===== src/rtl/pcc_pkg.sv =====
// Package with item types, controller and datapath link types, and the CRC byte step.
`timescale 1ns / 1ps

package pcc_pkg;

  localparam logic [31:0] CRC_POLY = 32'h04c11db7;

  // One input item
  typedef struct packed {
    logic       has_byte;
    logic [7:0] byte_value;
    logic       last;
  } item_t;

  // One result item
  typedef struct packed {
    logic [31:0] crc_value;
    logic [63:0] total_bytes;
  } result_t;

  // Controller states
  typedef enum logic {
    S_IDLE,
    S_FINISH
  } state_t;

  // Commands from controller to datapath
  typedef struct packed {
    logic take;
    logic feed;
    logic emit;
  } cmd_t;

  // Status from datapath to controller
  typedef struct packed {
    logic rest_zero;
    logic out_free;
  } status_t;

  // Shift one byte into a non-reflected CRC-32, MSB first
  function automatic logic [31:0] crc_feed(input logic [31:0] crc, input logic [7:0] b);
    logic [31:0] v;
    v = crc ^ {b, 24'h000000};
    for (int k = 0; k < 8; k++) begin
      v = v[31] ? ((v << 1) ^ CRC_POLY) : (v << 1);
    end
    return v;
  endfunction

endpackage


===== src/rtl/pcc_ctrl.sv =====
// Controller state machine: takes items, then sequences the length bytes and the result.
`timescale 1ns / 1ps

module pcc_ctrl (
  input  logic             clk,
  input  logic             rst,
  input  logic             item_valid,
  input  logic             item_last,
  output logic             item_ready,
  input  pcc_pkg::status_t status,
  output pcc_pkg::cmd_t    cmd
);
  import pcc_pkg::*;

  state_t state;
  state_t state_next;

  // Advance state
  always_ff @(posedge clk) begin
    if (rst) begin
      state <= S_IDLE;
    end else begin
      state <= state_next;
    end
  end

  // Next state
  always_comb begin
    state_next = state;
    unique case (state)
      S_IDLE: begin
        if (item_valid && item_last) begin
          state_next = S_FINISH;
        end
      end
      S_FINISH: begin
        if (status.rest_zero && status.out_free) begin
          state_next = S_IDLE;
        end
      end
      default: state_next = S_IDLE;
    endcase
  end

  // Outputs
  always_comb begin
    item_ready = 1'b0;
    cmd        = '0;
    unique case (state)
      S_IDLE: begin
        item_ready = 1'b1;
        cmd.take   = item_valid;
      end
      S_FINISH: begin
        cmd.feed = !status.rest_zero;
        cmd.emit = status.rest_zero && status.out_free;
      end
      default: begin
        item_ready = 1'b0;
      end
    endcase
  end

endmodule


===== src/rtl/pcc_datapath.sv =====
// Datapath: CRC and byte count registers, length shifter and result register.
`timescale 1ns / 1ps

module pcc_datapath (
  input  logic             clk,
  input  logic             rst,
  input  pcc_pkg::item_t   item,
  input  pcc_pkg::cmd_t    cmd,
  output pcc_pkg::status_t status,
  output logic             result_valid,
  input  logic             result_ready,
  output pcc_pkg::result_t result
);
  import pcc_pkg::*;

  logic [31:0] crc_reg;
  logic [63:0] byte_counter;
  logic [63:0] rest;
  logic [63:0] count_inc;

  assign count_inc = byte_counter + {63'd0, item.has_byte};

  assign status.rest_zero = (rest == 64'd0);
  assign status.out_free  = !result_valid || result_ready;

  // Absorb message bytes, then length bytes; clear on emit
  always_ff @(posedge clk) begin
    if (rst) begin
      crc_reg      <= '0;
      byte_counter <= '0;
      rest         <= '0;
    end else if (cmd.take) begin
      if (item.has_byte) begin
        crc_reg <= crc_feed(crc_reg, item.byte_value);
      end
      byte_counter <= count_inc;
      if (item.last) begin
        rest <= count_inc;
      end
    end else if (cmd.feed) begin
      crc_reg <= crc_feed(crc_reg, rest[7:0]);
      rest    <= rest >> 8;
    end else if (cmd.emit) begin
      crc_reg      <= '0;
      byte_counter <= '0;
    end
  end

  // Hold result until taken
  always_ff @(posedge clk) begin
    if (rst) begin
      result_valid <= 1'b0;
    end else if (cmd.emit) begin
      result_valid <= 1'b1;
    end else if (result_ready) begin
      result_valid <= 1'b0;
    end
  end

  // Load result payload
  always_ff @(posedge clk) begin
    if (cmd.emit) begin
      result.crc_value   <= ~crc_reg;
      result.total_bytes <= byte_counter;
    end
  end

endmodule


===== src/rtl/posix_cksum_crc32_top.sv =====
// Top level of the POSIX cksum CRC-32 engine: controller, datapath and checks.
`timescale 1ns / 1ps
//
//  channel   signals                                  direction  payload
//  item      item_valid, item_ready, item            in         item_t (has_byte, byte_value, last)
//  result    result_valid, result_ready, result      out        result_t (crc_value, total_bytes)
//
//  Message bytes and idle items are taken back to back.
//  After an item with last set, the N significant length bytes are shifted in
//  (0 to 8, set by the byte count), then the result is emitted.
//  The emit cycle waits while the result register still holds an untaken item.
//  Synchronous reset clears the CRC, the count, the controller and result valid.
//  item_ready is low from a last item until its result is loaded.

module posix_cksum_crc32_top (
  input  logic             clk,
  input  logic             rst,
  input  logic             item_valid,
  output logic             item_ready,
  input  pcc_pkg::item_t   item,
  output logic             result_valid,
  input  logic             result_ready,
  output pcc_pkg::result_t result
);
  import pcc_pkg::*;

  cmd_t    cmd;
  status_t status;

  pcc_ctrl u_ctrl (
    .clk        (clk),
    .rst        (rst),
    .item_valid (item_valid),
    .item_last  (item.last),
    .item_ready (item_ready),
    .status     (status),
    .cmd        (cmd)
  );

  pcc_datapath u_datapath (
    .clk          (clk),
    .rst          (rst),
    .item         (item),
    .cmd          (cmd),
    .status       (status),
    .result_valid (result_valid),
    .result_ready (result_ready),
    .result       (result)
  );

  // A last item stops intake until the result is loaded
  a_last_blocks: assert property (@(posedge clk) disable iff (rst)
    (item_valid && item_ready && item.last) |=> !item_ready)
    else $error("item taken right after a last item");

  // A new result goes out only together with the return to intake
  a_emit_idle: assert property (@(posedge clk) disable iff (rst)
    $rose(result_valid) |-> item_ready)
    else $error("result loaded without returning to idle");

  // Length feed never runs while items are taken
  a_feed_excl: assert property (@(posedge clk) disable iff (rst)
    !(cmd.take && (cmd.feed || cmd.emit)))
    else $error("item taken during finish");

endmodule


===== config.mk =====
export PLATFORM = sky130hd
export DESIGN_NAME = posix_cksum_crc32_top
export DESIGN_NICKNAME = d
export VERILOG_FILES = /design/src/rtl/pcc_pkg.sv /design/src/rtl/pcc_ctrl.sv /design/src/rtl/pcc_datapath.sv /design/src/rtl/posix_cksum_crc32_top.sv
export SDC_FILE = /design/constraint.sdc
export NUM_CORES = 1
export LEC_CHECK = 0
export BUFFER_PORTS_ARGS = -buffer_cell sky130_fd_sc_hd__clkbuf_2
export CAP_MARGIN = 10
export CORE_ASPECT_RATIO = 1.1
export CORE_MARGIN = 3
export CORE_UTILIZATION = 55
export CTS_BUF_LIST = sky130_fd_sc_hd__clkbuf_16
export DETAILED_ROUTE_END_ITERATION = 8
export HOLD_SLACK_MARGIN = 0.08
export PLACE_DENSITY_LB_ADDON = 0.12
export SYNTH_ARGS = -nofsm -noshare
export SYNTH_HDL_FRONTEND = slang
export SYNTH_SLANG_ARGS = --single-unit
export TNS_END_PERCENT = 1

===== constraint.sdc =====
create_clock -name clk -period 8.7 [get_ports clk]
set_clock_uncertainty 0.05 [all_clocks]
set_input_delay 1.74 -clock clk [delete_from_list [all_inputs] [get_ports clk]]
set_output_delay 1.74 -clock clk [all_outputs]
set_load 0.005 [all_outputs]

==> summary.txt, run 1 <==
Outcome
  – Status: completed

Setup path
  – Largest stage delay, worst path: 810 ps
  – WP data required: 9130 ps
  – Cells along the critical path: clkbuf_2 > ha_1 > ha_1 > nand3_1 > nor3_1 > nand3_1 > nor3_1 > xnor2_1 > a2111oi_0 > a21o_1
  – CP Data Arrival Time: 5000 ps
  – CP Capture Type: flip-flop
  – Category of the worst setup path launch point: input port
  – Reg-to-Reg Start: u_datapath.rest[36]$_SDFFE_PP0P_
  – Kind of critical path: input port to flip-flop
  – Slowest CP cell: nor3_1
  – Critical Path Start: item[9]
  – CP Max Fanout: 9

Layout
  – Nets: 1412
  – Core Util, Final: 64.4%
  – Area delta synth->final: 12.9%
  – Reg with most FFs: u_datapath.result
  – ANT cells: 0
  – Share of layout cells above drive strength 1: 13.3%
  – Final cell count without fillers: 1706
  – Max reg flops: 96
  – Largest regs: u_datapath.result x96, u_datapath.byte_counter x64, u_datapath.rest x64
  – Fillers: 1868
  – Multi-input gate area: just under 0.006 mm^2
  – Reg area: about 0.0061 mm^2

Timing
  – Period utilization: between 50 and 60%
  – Final WS setup: 4130 ps
  – RSZ-0062 raised after global routing: no
  – Slew Limit Fails: 0
  – Final setup TNS: 0 ps
  – Min Clock Period, post-route: 4570 ps
  – Achievable Freq: 219 MHz
  – Measured slew at the worst slew-check pin: 998 ps
  – Slew HR: 33.0%
  – Endpoints failing setup: 0
  – Hold Fails Final Rpt: 0

Floorplanning
  – Initial Utilization: 57.1%
  – Core area: 0.0217 mm^2
  – Chip Height: ~160 um
  – Full die area: 0.0244 mm^2
  – Die W: 149 um
  – Rows: 56
  – Ports: 112

Clocking
  – Clock Latency Late Sink: 540 ps
  – Clock buffer depth: 3
  – Resize count post-CTS: 0
  – Clock-pin slew on the worst setup and hold paths: 60 ps
  – Cts hold-fix bufs: 0
  – CTS buffer count: 27
  – # H-tree levels: 1
  – Clock sink total: 258
  – Clock root buffer: clkbuf_16
  – Postcts setup bufs: 0
  – CTS tree: yes

Power
  – Internal: 2190 uW
  – VDD IR max: 0.000177 V
  – Seq pwr share: 43.1%
  – Leakage power: approximately 0.0046 uW
  – Net Switching: 910 uW
  – Power Dens Cells: 222 mW/mm^2
  – Switching share of power: around 30%
  – Clock power frac: 36.3%
  – Combinational Power Share: 20.7%
  – Power consumption: 3100 uW

Placed design
  – DP HPWL: between 20 and 25 mm
  – Setup WS pre-CTS: 3730 ps
  – IO Port Bufs: 111
  – Gpl congestion: 0.956
  – Placed Cells incl. Taps: 1657

Route
  – Initial drt markers: 750
  – Pre-antenna DRT Iters: 7
  – Via count: just over 10000
  – Vias per cell: 5.96
  – DRC: 0
  – Antenna viol nets, final: 0
  – Final wirelength: 32.2 mm
  – Routed wire per std cell: 18.9 um

Yosys
  – Top FF cell, synth: dfxtp_1
  – Synth Area in Adders: 0.202%
  – Post-Syn Area: about 0.012 mm^2
  – Post-synthesis compound-gate area fraction: 16.1%
  – Post-synth EDFFs: 96
  – Synth top area share: 26.2%
  – Most frequent cell after synthesis: dfxtp_1
  – Largest area contributor in the netlist: dfxtp_1
  – Post-synthesis cell type count: 63
  – Seq cells post-synth: 258
  – Synth area leaders: dfxtp_1 (26%), edfxtp_1 (23%), xnor2_1 (9.7%), a21oi_1 (4.7%), nand2_1 (4.5%)
  – Sequential-to-total area share from yosys stat: 49.4%
  – Post-Synth Simple-Gate Area: 17.5%
  – Synth Warn #: 0
  – Mux share of post-synthesis cell area: 0.161%
  – Synth cell count leaders: dfxtp_1 (162), nand2_1 (148), xnor2_1 (137), a21oi_1 (117), nor2_1 (115)
  – Synth Net Count: roughly 1300
  – Area share of xor/xnor cells in the synthesized design: 12.7%
  – Mean post-synth cell area: 9.32 um^2
  – Main combinational cell family by area after synthesis: simple AND/OR/NAND/NOR gates
  – Fraction of registers with async set or reset after synthesis: 0%
  – Mapped Cells: 1330

GRT
  – Largest net degree at the start of global routing: 82
  – Gr usage total: between 20% and 30%
  – Global-route wire length before repair: 51.7 mm
  – Overflow after GRT: 0
  – Initial antenna violation count: 0
  – Vias in the first global route: 9635

Job
  – Max-cap viol count: 0

Worst hold path
  – HP Start: u_datapath.crc_reg[23]$_SDFFE_PP0P_
  – Hold Path Class: flip-flop to flip-flop
-- placed cells by master, fill, tap and decap left out, drive strengths merged, types with 16 or more instances in the layout --
| cell type | instances |
|---|---|
| nor2 | 115 |
| inv | 43 |
| xnor2 | 137 |
| nand2 | 148 |
| a211oi | 26 |
| clkbuf | 137 |
| o21ai | 48 |
| nand4 | 20 |
| o211ai | 19 |
| buf | 16 |
| nand3 | 48 |
| nor3 | 25 |
| a21oi | 117 |
| dfxtp | 162 |
| nor4 | 33 |
| a311oi | 20 |
| edfxtp | 96 |
| xor2 | 43 |
-- critical path, delay by kind of cell --
kind | cells | cell delay (ps)
and+or+nand+nor | 4 | 2030
AOI/OAI and AO/OA | 2 | 540
adders and majority gates | 2 | 450
xor gates and xnor gates | 1 | 110
buffers and inverters | 1 | 100
-- cells by family (layout without fill, tap and decap cells) --
| kind of cell | count (synthesis) | after routing |
|---|---|---|
| simple gates | 450 | 450 |
| compound gates | 311 | 311 |
| flops | 258 | 258 |
| xor+xnor | 180 | 180 |
| buf+inv | 127 | 213 |
| fa+ha+maj | 2 | 2 |
| mux | 2 | 2 |
-- layer usage --
metal	vias to the layer above	global-route usage (%)	wire, um
met3	60	3.88	1800
met1	4856	35.5	14000
li1	4914	-	-
met5	-	0	0
met4	0	8.91	957
met2	336	43.0	15400
-- worst paths after layout --
check	end	cells after the start	slack [ps]
min reg2reg	u_datapath.crc_reg[23]$_SDFFE_PP0P_	2	410
max reg2reg	u_datapath.result[38]$_DFFE_PP_	5	4810
min	u_datapath.crc_reg[23]$_SDFFE_PP0P_	2	410
max	u_datapath.rest[52]$_SDFFE_PP0P_	10	4130
-- cell type report --
class	instances	area share (%)
sequential	258	43.8
multi-input combinational	945	41.6
clock buffer	27	4.83
timing repair buffer	126	4.79
tap	290	2.59
clock inverter	22	1.38
inverter	38	1.02
-- power by group through the flow --
stage          Clock [uW]  Combinational [uW]  Sequential, uW
4_1_cts              1150                 638            1340
3_3_place_gp            0                 627            1360
5_1_grt              1200                 702            1340
3_5_place_dp            0                 634            1360
6_report             1120                 641            1340
2_1_floorplan           0                 511            1350
-- stage by stage --
stage / hold WS (ps) / instance area, um^2
floorplan: 356 / 12400
global placement: 391 / 13100
detailed placement: 401 / 13100
CTS: 410 / 14000
global route: 433 / 14000
finish: 407 / 14000
Note: power is estimated with default switching activity, not from simulation.
==> run 2, diff against run 1 <==
Clock period 8.7 ns to 4.4 ns, I/O delays scaled along.
==> run 2 against run 1 <==
Sequential power up 97%. Critical endpoint is now u_datapath.byte_counter[57]$_SDFFE_PP0P_. Sequential share of layout area down 0.53 points. Utilization up 0.79 points. Design area up 1.2%. Clock-buffer cell count unchanged. Flip-flop and latch count unchanged. Combinational power up 100%. Via count up 1.4%. Largest cell class unchanged. Critical path type is now flip-flop to flip-flop. First-iteration DRC count up 12%.
==> summary.txt, run 2 (synthesized netlist as in run 1, its figures left out) <==
Outcome
  – Status: completed

GRT
  – Overflow after GRT: 0 (unchanged)
  – Gr usage total: 26.3% (+0.22 points)
  – Vias in the first global route: 9778 (+1.5%)
  – Largest net degree at the start of global routing: 100 (+22%)
  – Global-route wire length before repair: 52.0 mm (+0.55%)
  – Initial antenna violation count: 0 (unchanged)

Placed design
  – IO Port Bufs: 111 (unchanged)
  – Area post-placement: 0.0132 mm^2 (+0.73%)
  – Gpl congestion: 0.954 (-0.18%)
  – DP HPWL: 21.7 mm (+1.5%)

Setup path
  – Reg-to-Reg Start: u_datapath.byte_counter[24]$_SDFFE_PP0P_
  – Cell family with most CP delay: simple AND/OR/NAND/NOR gates
  – CP Max Fanout: 10 (+1)
  – CP Data Arrival Time: 3610 ps (-1390 ps)
  – Critical Path Start: u_datapath.byte_counter[24]$_SDFFE_PP0P_
  – Largest stage delay, worst path: 660 ps (-150 ps)
  – CP Capture Type: flip-flop
  – WP data required: 4800 ps (-4330 ps)
  – Category of the worst setup path launch point: flip-flop
  – Kind of critical path: flip-flop to flip-flop
  – Slowest CP cell: or4_4
  – Buffers and inverters on the worst path: 0 (-1)
  – Cells along the critical path: nand2_1 > or4_4 > or4_4 > nor4b_4 > nand3_1 > or3_1 > a21oi_1
  – Most used cell, CP: or4_4

Layout
  – Max reg flops: 96 (unchanged)
  – Area delta synth->final: 14.3%
  – Share of layout cells above drive strength 1: 14.1% (+0.81 points)
  – Nets: 1423 (+0.78%)
  – Largest regs: u_datapath.result x96, u_datapath.byte_counter x64, u_datapath.rest x64
  – Commonest non-fill, non-tap cell in the layout: dfxtp_1
  – Cell area after layout: 0.0142 mm^2 (+1.2%)
  – Fillers: 1834 (-1.8%)
  – Most frequent cells in the layout: dfxtp_1 (162), nand2_1 (147), xnor2_1 (137)
  – Reg with most FFs: u_datapath.result
  – ANT cells: 0 (unchanged)

Power
  – Clock power frac: 38.0% (+1.7 points)
  – Leakage power: 0.00470 uW (+2.3%)
  – Power Dens Cells: 448 mW/mm^2 (+100%)
  – VDD IR max: 0.000345 V (+95%)
  – Combinational Power Share: 20.3% (-0.4 points)
  – Seq pwr share: 41.7% (-1.4 points)
  – Net Switching: 1780 uW (+96%)
  – Switching share of power: 28.1% (-1.3 points)
  – Internal: 4560 uW (+110%)

Timing
  – Min Clock Period, post-route: roughly 3200 ps
  – Achievable Freq: between 300 and 400 MHz
  – Hold Fails Final Rpt: 0 (unchanged)
  – Final setup TNS: 0 ps (unchanged)
  – Endpoints failing setup: 0 (unchanged)
  – Measured slew at the worst slew-check pin: 1160 ps (+166 ps)
  – Worst hold margin: 408 ps (+0.581 ps)
  – Period utilization: 73.0%
  – RSZ-0062 raised after global routing: no
  – Slew HR: 22.4% (-11 points)
  – Slew Limit Fails: 0 (unchanged)

Clocking
  – Cts hold-fix bufs: 0 (unchanged)
  – Postcts setup bufs: 0 (unchanged)
  – Resize count post-CTS: 0 (unchanged)
  – CTS tree: yes
  – CTS buffer count: 27 (unchanged)
  – Clock root buffer: clkbuf_16
  – Clock sink total: 258 (unchanged)
  – Clock-pin slew on the worst setup and hold paths: 60 ps (about the same)
  – Clock buffer depth: 3 (unchanged)
  – Clock Latency Late Sink: 530 ps (about the same)
  – # H-tree levels: 1 (unchanged)

Route
  – Vias per cell: 6.00 (+0.71%)
  – DRC: 0 (unchanged)
  – Antenna viol nets, final: 0 (unchanged)
  – Final wirelength: 32.8 mm (+1.9%)
  – Via count: 10300 (+1.4%)
  – Routed wire per std cell: 19.1 um (+1.2%)
  – Pre-antenna DRT Iters: 5 (-2)
  – Initial drt markers: 841 (+12%)

Floorplanning
  – Die W: 149 um (unchanged)
  – Full die area: 0.0244 mm^2 (unchanged)
  – Chip Height: 163 um (unchanged)
  – Initial Utilization: 57.1% (unchanged)
  – Core area: 0.0217 mm^2 (unchanged)
  – Rows: 56 (unchanged)
  – Ports: 112 (unchanged)

Worst hold path
  – Hold Path Class: flip-flop to flip-flop
  – HP Start: u_datapath.crc_reg[23]$_SDFFE_PP0P_

Job
  – Max-cap viol count: 0 (unchanged)
[run 2: metrics by stage]
stage,instances,utilization [%],total power [uW],setup slack (ps)
2_1_floorplan,1330,-,3670,169
3_3_place_gp,1668,60.9,3940,910
3_5_place_dp,1668,60.9,3960,790
4_1_cts,1717,65.2,6370,1220
5_1_grt,1717,65.2,6600,963
6_report,1717,65.2,6340,1190
[run 2: power groups by stage]
stage | logic (uW) | registers [uW] | clock network (uW)
after floorplan | 1010 | 2660 | 0
after global placement | 1250 | 2690 | 0
after detailed placement | 1270 | 2690 | 0
after CTS | 1280 | 2640 | 2450
after global routing | 1400 | 2650 | 2550
final | 1290 | 2640 | 2410
[run 2: layout make-up]
cell class	instances	area [um^2]	share of cell area (%)
multi-input combinational	945	5840	41.2
inverter	38	143	1.01
clock inverter	22	268	1.89
timing repair buffer	137	753	5.32
tap	290	363	2.56
sequential	258	6130	43.2
clock buffer	27	676	4.77
[run 2: final timing paths]
kind                                              end  slack, ps  cells past startpoint
min               u_datapath.crc_reg[23]$_SDFFE_PP0P_        410                      2
max reg2reg  u_datapath.byte_counter[57]$_SDFFE_PP0P_       1190                      7
max          u_datapath.byte_counter[57]$_SDFFE_PP0P_       1190                      7
min reg2reg       u_datapath.crc_reg[23]$_SDFFE_PP0P_        410                      2
[run 2: layer usage]
layer / global-route usage, % / share of wire (%) / vias up
met5: 0 / 0 / -
met4: 8.78 / 2.8 / 0
met3: 3.14 / 5.5 / 61
met2: 44.0 / 48 / 321
met1: 35.8 / 43 / 4981
li1: - / - / 4941
[run 2: worst register-to-register path, delay by kind of cell, from the launching register on]
family	cells	cell delay (ps)
DFF	1	500
AOI/OAI and AO/OA	1	140
and+or+nand+nor	6	2450
==> run 3, diff against run 2 <==
Settings changed: CORE_UTILIZATION 55 to 54.
Clock period 4.4 ns to 2.6 ns, I/O delays scaled along.
==> run 3 against run 2 <==
The flow now finishes with violations (negative setup slack). Die area increased by 1.8%. Combinational power increased by 98%. Total power increased by 74%. Clock-buffer cell count unchanged. Global-route usage increased by 2.4 points. Hold slack got worse by 180 ps. Sequential power increased by 69%. Register-to-register slack got worse by 1200 ps. Clock power increased by 66%. Via count increased by 7.8%. Critical endpoint is now u_datapath.byte_counter[58]$_SDFFE_PP0P_. Largest power group unchanged. Highest routed layer unchanged.
==> summary.txt, run 3 (synthesized netlist as in run 1, its figures left out) <==
Setup path
  – Crit. path cell count: 9 (+2)
  – Largest stage delay, worst path: 540 ps (-120 ps)
  – Reg-to-Reg Start: u_datapath.byte_counter[29]$_SDFFE_PP0P_
  – CP Capture Type: flip-flop
  – Crit path to: u_datapath.byte_counter[58]$_SDFFE_PP0P_
  – CP Max Fanout: 9 (-1)
  – Category of the worst setup path launch point: flip-flop
  – Reg2reg setup slack: -30 ps (-1220 ps)
  – Most used cell, CP: buf_4
  – Kind of critical path: flip-flop to flip-flop
  – Slowest CP cell: or4_4
  – Buffers and inverters on the worst path: 2 (+2)
  – WP data required: 3020 ps (-1780 ps)
  – Cells along the critical path: nand4_4 > or4_4 > buf_4 > nor4_2 > buf_4 > and4_4 > nand3_1 > or3_1 > a21oi_1
  – CP Data Arrival Time: 3050 ps (-560 ps)
  – Critical Path Start: u_datapath.byte_counter[29]$_SDFFE_PP0P_
  – Cell family with most CP delay: simple AND/OR/NAND/NOR gates
  – R2R Path End: u_datapath.byte_counter[58]$_SDFFE_PP0P_
  – Depth of the most critical reg-to-reg path: 9 (+2)

GRT
  – Gr usage total: 28.8% (+2.4 points)
  – Initial antenna violation count: 0 (unchanged)
  – Largest net degree at the start of global routing: 66 (-34%)
  – Global-route wire length before repair: 56.9 mm (+9.3%)
  – Vias in the first global route: 10700 (+9.1%)
  – Overflow after GRT: 0 (unchanged)

Timing
  – Worst hold margin: 226 ps (-181 ps)
  – Final WS setup: -31.5 ps (-1220 ps)
  – RSZ-0062 raised after global routing: yes
  – Slew HR: 47.3% (+25 points)
  – Slew Limit Fails: 0 (unchanged)
  – Measured slew at the worst slew-check pin: 791 ps (-373 ps)
  – Endpoints failing setup: 3 (+3)
  – Min Clock Period, post-route: 2630 ps (-579 ps)
  – Hold Fails Final Rpt: 0 (unchanged)
  – Achievable Freq: 380 MHz (+22%)
  – Period utilization: 101% (+28 points)

Power
  – Net Switching: 3130 uW (+76%)
  – Leakage power: 0.00574 uW (+22%)
  – Seq pwr share: 40.5% (-1.2 points)
  – Power consumption: 11000 uW (+74%)
  – VDD IR max: 0.000564 V (+63%)
  – Switching share of power: 28.5% (+0.41 points)
  – Combinational Power Share: 23.2% (+2.9 points)
  – Power Dens Cells: 693 mW/mm^2 (+55%)
  – Clock power frac: 36.3% (-1.7 points)
  – Internal: 7870 uW (+73%)

Floorplanning
  – Ports: 112 (unchanged)
  – Die W: 150 um (+0.88%)
  – Full die area: 0.0248 mm^2 (+1.8%)
  – Initial Utilization: 55.5% (-1.5 points)
  – Chip Height: 165 um (+0.89%)
  – Core area: 0.0223 mm^2 (+2.8%)
  – Rows: 57 (+1.8%)

Layout
  – Commonest non-fill, non-tap cell in the layout: buf_4
  – Nets: 1595 (+12%)
  – Area delta synth->final: 28.1%
  – Reg with most FFs: u_datapath.result
  – Max reg flops: 96 (unchanged)
  – Fillers: 1738 (-5.2%)
  – ANT cells: 0 (unchanged)
  – Cell area after layout: 0.0159 mm^2 (+12%)
  – Share of layout cells above drive strength 1: 26.0% (+12 points)
  – Largest regs: u_datapath.result x96, u_datapath.byte_counter x64, u_datapath.rest x64
  – Core Util, Final: 71.1% (+5.9 points)
  – Most frequent cells in the layout: buf_4 (185), dfxtp_1 (155), nand2_1 (145)

Clocking
  – # H-tree levels: 1 (unchanged)
  – Clock sink total: 258 (unchanged)
  – CTS buffer count: 26 (-3.7%)
  – Clock Latency Late Sink: 540 ps (about the same)
  – Clock root buffer: clkbuf_16
  – Clock buffer depth: 3 (unchanged)
  – Clock-pin slew on the worst setup and hold paths: 70 ps (about the same)
  – CTS tree: yes

Route
  – DRC: 0 (unchanged)
  – Pre-antenna DRT Iters: 5 (unchanged)
  – Via count: 11100 (+7.8%)
  – Routed wire per std cell: 19.0 um (-0.62%)
  – Antenna viol nets, final: 0 (unchanged)
  – Initial drt markers: 749 (-11%)
  – Vias per cell: 5.87 (-2.2%)
  – Final wirelength: 35.9 mm (+9.6%)

Placed design
  – Gpl congestion: 0.962 (+0.74%)
  – DP HPWL: 25.2 mm (+16%)
  – IO Port Bufs: 111 (unchanged)
  – Area post-placement: 0.0147 mm^2 (+11%)

Job
  – Max-cap viol count: 0 (unchanged)

Outcome
  – Status: finished, violations left
  – Failing checks: negative setup slack

Worst hold path
  – Hold Path Class: input port to flip-flop
  – HP Start: item[0]
==> run 3: changes by cell type in the layout (fill, tap and decap cells not counted), moves of 3 or more <==
cell     before  now
buf_12        0   11
buf_4        27  185
dfxtp_1     162  155
dfxtp_2       0    5
nand2_2       0    3
nor4_1       31   19
nor4_2        2   10
nor4_4        0    4
or3_1        11    8
or3_4         0    3
xnor2_1     137  133
xnor2_2       0    4
==> run 3: worst register-to-register path, cell delays in order, from the launching register on <==
cell	delay, ps
dfxtp_2	360
nand4_4	110
or4_4	540
buf_4	200
nor4_2	300
buf_4	180
and4_4	260
nand3_1	120
or3_1	330
a21oi_1	140
==> run 3: final cells by class <==
cell class / instances / area [um^2] / share of cell area, %
flip-flops and latches: 258 / 6140 / 38.7
clock inverters: 21 / 244 / 1.54
multi-input cells: 945 / 6090 / 38.3
well taps: 295 / 369 / 2.32
repair buffers: 310 / 2220 / 14.0
inverters: 38 / 143 / 0.898
clock buffers: 27 / 676 / 4.25
==> run 3: through the flow <==
stage          worst slack (ps)  TNS (ps)  instances
2_1_floorplan              -236    -13810       1330
3_3_place_gp               -278     -6160       1842
3_5_place_dp               -306    -10440       1842
4_1_cts                   -56.3     -79.2       1890
5_1_grt                    -127     -1620       1894
6_report                  -31.5     -47.8       1894
==> run 3: timing repair <==
item	CTS	global route
gates cloned	0	1
gates resized for setup	9	39
setup endpoints to repair	30	96
hold buffers	0	0
pin swaps	2	6
buffers inserted	0	3
==> run 3: how the worst min path moves through the flow <==
stage,cells past startpoint,end
after floorplan,0,u_datapath.result[11]$_DFFE_PP_
final,2,u_datapath.rest[51]$_SDFFE_PP0P_
after global routing,2,u_datapath.rest[51]$_SDFFE_PP0P_
after CTS,2,u_datapath.rest[51]$_SDFFE_PP0P_
after detailed placement,2,u_datapath.crc_reg[23]$_SDFFE_PP0P_
after global placement,2,u_datapath.crc_reg[23]$_SDFFE_PP0P_
==> run 3: power by group through the flow <==
| stage | clock, uW | sequential (uW) | combinational [uW] |
|---|---|---|---|
| floorplan | 0 | 4500 | 1710 |
| global placement | 0 | 4530 | 2440 |
| detailed placement | 0 | 4530 | 2470 |
| CTS | 4040 | 4440 | 2490 |
| global route | 4220 | 4470 | 2760 |
| finish | 3990 | 4460 | 2560 |
==> run 3: routing by layer <==
metal	GRT usage (%)	part of all wire, %
met1	38.8	42
met2	48.4	49
met3	3.92	6.5
met4	8.86	2.6
met5	0	0
